`src/hpfm_pkg.sv`:
```
// hpfm_pkg: shared types and constants for the hysteresis period and frequency meter
// used by hpfm_ctrl, hpfm_dp and hysteresis_period_frequency_meter; no dependencies
`default_nettype none

package hpfm_pkg;

    localparam int SAMPLE_W    = 12;
    localparam int SAMPLE_BITS = 12;
    localparam int THRESH_W    = 12;
    localparam int TIME_W      = 32;
    localparam int FREQ_W      = 28;

    // only the low SAMPLE_BITS bits of a sample take part in the compares
    localparam logic [SAMPLE_W-1:0] SAMPLE_MASK =
        SAMPLE_W'((64'd1 << SAMPLE_BITS) - 64'd1);

    localparam logic [THRESH_W-1:0] THRESH_LOW_RST  = THRESH_W'(2000);
    localparam logic [THRESH_W-1:0] THRESH_HIGH_RST = THRESH_W'(2100);

    // 1e6 Hz * 256 for the Q20.8 result
    localparam logic [FREQ_W-1:0] FREQ_SCALE_Q8 = FREQ_W'(256000000);

    // one quotient bit per divider step
    localparam int DIV_STEPS = FREQ_W;
    localparam int CNT_W     = $clog2(DIV_STEPS);
    localparam logic [CNT_W-1:0] CNT_LAST = CNT_W'(DIV_STEPS - 1);

    // register map
    localparam int ADDR_W = 3;
    localparam logic REG_THRESH_LOW  = 1'b0;
    localparam logic REG_THRESH_HIGH = 1'b1;

    typedef struct packed {
        logic [SAMPLE_W-1:0] sample;
        logic [TIME_W-1:0]   time_us;
    } t_in;

    typedef struct packed {
        logic [TIME_W-1:0] period_len;
        logic [FREQ_W-1:0] freq_q8;
    } t_out;

    typedef struct packed {
        logic cap_start;
        logic div_load;
        logic div_step;
        logic out_load;
    } t_cmd;

    typedef struct packed {
        logic is_low;
        logic is_high;
        logic out_free;
    } t_stat;

endpackage

`default_nettype wire

```
`src/hysteresis_period_frequency_meter.sv`:
```
// hysteresis_period_frequency_meter: top level with threshold registers on an APB-style port
// depends on hpfm_pkg, hpfm_ctrl and hpfm_dp
// throughput: one sample per cycle while o_in_stall is low; a closing sample stalls the
//   input through the divider steps and the load into the output register, which waits
//   until that register is free; the result beat is valid once the register is loaded
// reset: synchronous active low; thresholds return to 2000 and 2100, sequencer to first phase
`default_nettype none

module hysteresis_period_frequency_meter (
    input  wire logic                        i_clk,
    input  wire logic                        i_rst_n,
    input  wire logic                        i_in_valid,
    output logic                             o_in_stall,
    input  wire hpfm_pkg::t_in               i_in,
    output logic                             o_out_valid,
    input  wire logic                        i_out_stall,
    output hpfm_pkg::t_out                   o_out,
    input  wire logic                        psel,
    input  wire logic                        penable,
    input  wire logic                        pwrite,
    input  wire logic [hpfm_pkg::ADDR_W-1:0] paddr,
    input  wire logic [31:0]                 pwdata,
    output logic [31:0]                      prdata,
    output logic                             pready
);
    import hpfm_pkg::*;

    logic [THRESH_W-1:0] r_thresh_low;
    logic [THRESH_W-1:0] r_thresh_high;
    logic                cfg_wr;
    logic                reg_sel;
    t_cmd                cmd;
    t_stat               stat;

    assign pready  = 1'b1;
    assign cfg_wr  = psel && penable && pwrite;
    assign reg_sel = paddr[2];

    always_ff @(posedge i_clk) begin
        if (!i_rst_n) begin
            r_thresh_low  <= THRESH_LOW_RST;
            r_thresh_high <= THRESH_HIGH_RST;
        end else if (cfg_wr) begin
            unique case (reg_sel)
                REG_THRESH_LOW:  r_thresh_low  <= pwdata[THRESH_W-1:0];
                REG_THRESH_HIGH: r_thresh_high <= pwdata[THRESH_W-1:0];
                default: ;
            endcase
        end
    end

    always_comb begin
        unique case (reg_sel)
            REG_THRESH_LOW:  prdata = 32'(r_thresh_low);
            REG_THRESH_HIGH: prdata = 32'(r_thresh_high);
            default:         prdata = '0;
        endcase
    end

    hpfm_ctrl u_ctrl (
        .i_clk      (i_clk),
        .i_rst_n    (i_rst_n),
        .i_in_valid (i_in_valid),
        .o_in_stall (o_in_stall),
        .i_stat     (stat),
        .o_cmd      (cmd)
    );

    hpfm_dp u_dp (
        .i_clk         (i_clk),
        .i_rst_n       (i_rst_n),
        .i_in          (i_in),
        .i_thresh_low  (r_thresh_low),
        .i_thresh_high (r_thresh_high),
        .i_cmd         (cmd),
        .o_stat        (stat),
        .o_out         (o_out),
        .o_out_valid   (o_out_valid),
        .i_out_stall   (i_out_stall)
    );

endmodule

`default_nettype wire

```
`src/hpfm_dp.sv`:
```
// hpfm_dp: threshold compares, start timestamp, serial restoring divider and output register
// depends on hpfm_pkg; driven by commands from hpfm_ctrl
`default_nettype none

module hpfm_dp (
    input  wire logic                        i_clk,
    input  wire logic                        i_rst_n,
    input  wire hpfm_pkg::t_in               i_in,
    input  wire logic [hpfm_pkg::THRESH_W-1:0] i_thresh_low,
    input  wire logic [hpfm_pkg::THRESH_W-1:0] i_thresh_high,
    input  wire hpfm_pkg::t_cmd              i_cmd,
    output hpfm_pkg::t_stat                  o_stat,
    output hpfm_pkg::t_out                   o_out,
    output logic                             o_out_valid,
    input  wire logic                        i_out_stall
);
    import hpfm_pkg::*;

    logic [SAMPLE_W-1:0] sample_m;
    logic [TIME_W-1:0]   r_start;
    logic [TIME_W-1:0]   r_period;
    logic [TIME_W-1:0]   r_rem;
    logic [FREQ_W-1:0]   r_quo;
    logic [TIME_W:0]     shifted;
    logic [TIME_W:0]     diff;
    logic                ge;
    logic                r_out_valid;
    t_out                r_out;

    assign sample_m = i_in.sample & SAMPLE_MASK;

    always_comb begin
        o_stat.is_low   = sample_m <= i_thresh_low;
        o_stat.is_high  = sample_m >= i_thresh_high;
        o_stat.out_free = !r_out_valid || !i_out_stall;
    end

    // restoring step: bring the next dividend bit down, subtract if it fits
    assign shifted = {r_rem, r_quo[FREQ_W-1]};
    assign diff    = shifted - {1'b0, r_period};
    assign ge      = !diff[TIME_W];

    always_ff @(posedge i_clk) begin
        if (i_cmd.cap_start) begin
            r_start <= i_in.time_us;
        end
        if (i_cmd.div_load) begin
            r_period <= i_in.time_us - r_start;
            r_rem    <= '0;
            r_quo    <= FREQ_SCALE_Q8;
        end else if (i_cmd.div_step) begin
            r_rem <= ge ? diff[TIME_W-1:0] : shifted[TIME_W-1:0];
            r_quo <= {r_quo[FREQ_W-2:0], ge};
        end
        if (i_cmd.out_load) begin
            r_out.period_len <= r_period;
            r_out.freq_q8    <= (r_period == '0) ? '0 : r_quo;
        end
    end

    always_ff @(posedge i_clk) begin
        if (!i_rst_n) begin
            r_out_valid <= 1'b0;
        end else if (i_cmd.out_load) begin
            r_out_valid <= 1'b1;
        end else if (!i_out_stall) begin
            r_out_valid <= 1'b0;
        end
    end

    assign o_out       = r_out;
    assign o_out_valid = r_out_valid;

endmodule

`default_nettype wire

```
`src/hpfm_ctrl.sv`:
```
// hpfm_ctrl: hysteresis phase sequencer and divider step control
// depends on hpfm_pkg; commands hpfm_dp and reads its status
`default_nettype none

module hpfm_ctrl (
    input  wire logic             i_clk,
    input  wire logic             i_rst_n,
    input  wire logic             i_in_valid,
    output logic                  o_in_stall,
    input  wire hpfm_pkg::t_stat  i_stat,
    output hpfm_pkg::t_cmd        o_cmd
);
    import hpfm_pkg::*;

    typedef enum logic [1:0] {
        S_IN,
        S_DIV,
        S_LOAD
    } t_state;

    typedef enum logic [1:0] {
        PH_LOW0,
        PH_HIGH0,
        PH_LOW1,
        PH_HIGH1
    } t_phase;

    t_state          r_state, n_state;
    t_phase          r_phase, n_phase;
    logic [CNT_W-1:0] r_cnt,  n_cnt;
    logic            accept;

    assign o_in_stall = (r_state != S_IN);
    assign accept     = i_in_valid && (r_state == S_IN);

    always_comb begin
        n_state = r_state;
        n_phase = r_phase;
        n_cnt   = r_cnt;
        o_cmd   = '0;
        unique case (r_state)
            S_IN: begin
                if (accept) begin
                    unique case (r_phase)
                        PH_LOW0: begin
                            if (i_stat.is_low) n_phase = PH_HIGH0;
                        end
                        PH_HIGH0: begin
                            if (i_stat.is_high) begin
                                o_cmd.cap_start = 1'b1;
                                n_phase         = PH_LOW1;
                            end
                        end
                        PH_LOW1: begin
                            if (i_stat.is_low) n_phase = PH_HIGH1;
                        end
                        PH_HIGH1: begin
                            // second rising crossing closes the period
                            if (i_stat.is_high) begin
                                o_cmd.div_load = 1'b1;
                                n_phase        = PH_LOW0;
                                n_cnt          = '0;
                                n_state        = S_DIV;
                            end
                        end
                        default: n_phase = PH_LOW0;
                    endcase
                end
            end
            S_DIV: begin
                o_cmd.div_step = 1'b1;
                n_cnt          = r_cnt + CNT_W'(1);
                if (r_cnt == CNT_LAST) n_state = S_LOAD;
            end
            S_LOAD: begin
                if (i_stat.out_free) begin
                    o_cmd.out_load = 1'b1;
                    n_state        = S_IN;
                end
            end
            default: n_state = S_IN;
        endcase
    end

    always_ff @(posedge i_clk) begin
        if (!i_rst_n) begin
            r_state <= S_IN;
            r_phase <= PH_LOW0;
            r_cnt   <= '0;
        end else begin
            r_state <= n_state;
            r_phase <= n_phase;
            r_cnt   <= n_cnt;
        end
    end

endmodule

`default_nettype wire

```
`config.mk`:
```
export PLATFORM = sky130hd
export DESIGN_NAME = hysteresis_period_frequency_meter
export DESIGN_NICKNAME = d
export VERILOG_FILES = /design/src/hpfm_pkg.sv /design/src/hysteresis_period_frequency_meter.sv /design/src/hpfm_dp.sv /design/src/hpfm_ctrl.sv
export SDC_FILE = /design/constraint.sdc
export NUM_CORES = 1
export LEC_CHECK = 0
export ABC_AREA = 1
export BUFFER_PORTS_ARGS = -buffer_cell sky130_fd_sc_hd__buf_2
export CORE_ASPECT_RATIO = 0.8
export CORE_MARGIN = 2
export CORE_UTILIZATION = 50
export CTS_CLUSTER_DIAMETER = 150
export DETAILED_ROUTE_END_ITERATION = 12
export PLACE_DENSITY = 0.74
export SLEW_MARGIN = 40
export SYNTH_ARGS = -nofsm -noshare
export SYNTH_HDL_FRONTEND = slang
export SYNTH_SLANG_ARGS = --single-unit
```
`constraint.sdc`:
```
create_clock -name i_clk -period 5.4 [get_ports i_clk]
set_input_delay 0.27 -clock i_clk [delete_from_list [all_inputs] [get_ports i_clk]]
set_output_delay 0.27 -clock i_clk [all_outputs]
set_load 0.02 [all_outputs]
```
==> metrics.txt <==
status=finished, final reports clean; CP max stage delay=0.52 ns; area delta synth->final=16.5%; gpl congestion=0.983; row count=53; Final Cycle Share=58.5%; CP cell instances=ha_1 -> fa_1 -> inv_1 -> nand2_1 -> nand2_1 -> nand3_1 -> nand2_2 -> nand2_2 -> nand2_4 -> nand2_4 -> nand2_2 -> nand2_4 -> nand2_4 -> nand2_1 -> nand2_1 -> nand2_1 -> a21oi_1; post-synthesis async set-or-reset flop share=0%; clock share of power=25.4%; Setup Total Neg Slack=0 ns; commonest non-fill, non-tap cell in the layout=nand2_1; WS Path Type=reg -> reg; first-pass GRT wire length=54.3 mm; P per Cell Area=406 nW/µm²; Clock Tree Buf Depth=3; Logic pwr share=39.3%; count of different cell masters after synthesis=48; max frequency=316 MHz; Leak=7.75 nW; cts repair resizes=0; fin nets=2108; chip width=187 µm; Synth Warn #=0; Fin. Hold Viols=0; Synth Instances=1751; Post-Route Skew=0.0117 ns; hold buffers post-CTS=41; Most common cell on crit path=nand2_1; initial core utilization=50.8%; Netlist Area Pre-Place=13300 µm²; TritonCTS clock tree=yes; initial antenna violation count=0; Sink Count=218; sequential-to-total area share from yosys stat=42.0%; maximum vdd drop=279 µV; ANT cells=0; largest net degree at the start of global routing=61; vias in the first global route=10932; drt initial violations=1120; via/cell ratio=5.06; I/O Pins=181; Slew @ Worst Pin=0.820 ns; CP Capture Type=flip-flop; P_int=3.83 mW; required time of the critical path=5.85 ns; final setup violation count=0; sequential power share=35.3%; flip-flop and latch area=5610 µm²; IO buf count=137; layout cells sized above 1=11.4%; Pins Over Slew Limit=0; sw frac=39.3%; Clock Latency Late Sink=0.54 ns; CP top delay family=simple AND/OR/NAND/NOR gates; Worst-path clk slew=0.06 ns; worst rel slew slack=45.3%; reg-to-reg startpoint=u_dp.r_period[0]$_DFFE_PP_; Max FO, Critical Path=51; worst min path class=in -> reg; area of the multi-input gates=6230 µm²; Max-Cap Viols=0; Detail Route Antenna Nets=0; Pre-Repair DR Iteration Count=5; CTS H-tree depth=1; crit path DAT=3.61 ns; critical path startpoint=u_dp.r_period[0]$_DFFE_PP_; setup bufs post-CTS=0; flops & latches, synth=218; Total GRT Usage=23.8%; final core occ=59.2%; WL final=33.4 mm; fillcell total=2372; RSZ-0062 raised after global routing=false; global route total overflow=0; Vias=11639; Crit-path slowest cell=nand2_4; DRC viols=0; CTS root buf=clkbuf_16; die footprint=28000 µm²; post-route minimum period=3.16 ns; Min Hold Slack=0.0291 ns; die height=150 µm; Primary FF master, synth=edfxtp_1; Crit path buffers/inverters=1; hold path startpoint=pwdata[2]; DR WL/cell=14.5 µm; number of enable flip-flop cells after synthesis=124; Switch Pwr=2.48 mW; total CTS buffers=24; syn avg cell area=7.62 µm²; startpoint types=flip-flop; DP HPWL=25.1 mm; Core ar.=26300 µm²; most frequent cells in the layout=nand2_1 (464), inv_1 (336), a21oi_1 (139)
-- routing by layer --
metal	GRT usage (%)	up-vias	share of wire [%]
met4	6.15	0	2.2
met5	0	-	0
met2	38.8	344	44
met1	33.6	5339	47
li1	-	5910	-
met3	3.01	46	6.2
-- final cells by class --
class / instances / area share [%]
clock inverters: 9 / 0.684
multi-input cells: 1154 / 40.1
inverters: 342 / 8.26
well taps: 357 / 2.87
repair buffers: 187 / 7.74
flip-flops and latches: 218 / 36.1
clock buffers: 34 / 4.30
-- sequential cells by signal, indices dropped and copies added (netlist names) --
signal,flops
u_dp.r_rem,32
u_dp.o_out_valid,1
u_dp.r_period,32
u_ctrl.r_cnt,5
r_thresh_high,12
u_ctrl.r_phase,2
u_dp.r_start,32
u_ctrl.r_state,2
u_dp.r_quo,28
r_thresh_low,12
u_dp.o_out,60
-- logic make-up after synthesis --
kind of cell / count (synthesis) / synth area share, %
other: 2 / 0.0563
AND/OR/NAND/NOR: 727 / 22.7
adder cells (fa/ha/maj): 95 / 9.02
buffers and inverters: 398 / 12.0
XOR/XNOR: 45 / 2.95
AO/OA/AOI/OAI: 266 / 11.3
flip-flops: 218 / 42.0
-- worst min-delay path: stages --
cell and delay, ns:
buf_2 0.10, a21oi_1 0.07, o21ai_0 0.09
-- cells in the mapped netlist, types with 2 or more instances --
master | number | share of area, %
xnor2_1 | 10 | 0.66
or2_2 | 2 | 0.094
o2111ai_1 | 2 | 0.13
ha_1 | 93 | 8.7
dfxtp_1 | 94 | 14
nor2_2 | 3 | 0.14
o21bai_1 | 5 | 0.28
conb_1 | 2 | 0.056
inv_1 | 336 | 9.4
a21oi_1 | 139 | 5.2
nand4_1 | 21 | 0.98
o21ai_0 | 78 | 2.9
a21boi_0 | 3 | 0.17
nor2_1 | 124 | 3.5
clkbuf_1 | 21 | 0.59
edfxtp_1 | 124 | 28
nand2_2 | 5 | 0.23
nor4_1 | 6 | 0.28
o211ai_2 | 10 | 0.94
inv_2 | 6 | 0.17
buf_1 | 2 | 0.056
and2_1 | 2 | 0.094
o21ai_1 | 4 | 0.15
nor3_1 | 17 | 0.64
a21oi_2 | 2 | 0.13
a21o_1 | 4 | 0.22
and3_1 | 2 | 0.094
o221ai_1 | 2 | 0.13
buf_2 | 7 | 0.26
nand2_4 | 4 | 0.34
nand3_1 | 68 | 2.5
buf_4 | 25 | 1.4
nand3b_1 | 5 | 0.28
o211ai_1 | 7 | 0.39
a31oi_1 | 4 | 0.19
xor2_1 | 35 | 2.3
o21a_1 | 2 | 0.11
nand2_1 | 464 | 13
fa_1 | 2 | 0.30
-- power by group through the flow --
| stage | Combinational [mW] | Clock, mW | Sequential, mW |
|---|---|---|---|
| floorplan | 1.94 | 0 | 2.20 |
| global placement | 2.35 | 0 | 2.24 |
| detailed placement | 2.41 | 0 | 2.25 |
| CTS | 2.45 | 1.62 | 2.22 |
| global route | 2.83 | 1.69 | 2.25 |
| finish | 2.48 | 1.60 | 2.23 |
-- per-stage QoR --
stage          total power [mW]  std cells  instance area (µm²)  worst slack (ns)
6_report                   6.31       2301                15500              2.24
5_1_grt                    6.78       2301                15500              2.01
4_1_cts                    6.29       2301                15500              2.28
3_5_place_dp               4.66       2217                14400              2.33
3_3_place_gp               4.59       2215                14300              2.22
2_1_floorplan              4.15       1770                13400             0.789
-- worst paths after layout --
kind                                        end  slack (ns)  cells after the start
setup / recovery    u_dp.r_rem[26]$_SDFFE_PP0P_        2.24                     17
hold / removal    r_thresh_high[2]$_SDFFE_PN1P_        0.03                      3
setup reg to reg    u_dp.r_rem[26]$_SDFFE_PP0P_        2.24                     17
hold reg to reg        u_dp.o_out[53]$_DFFE_PP_        0.45                      0
(Power assumes the default switching activity.)
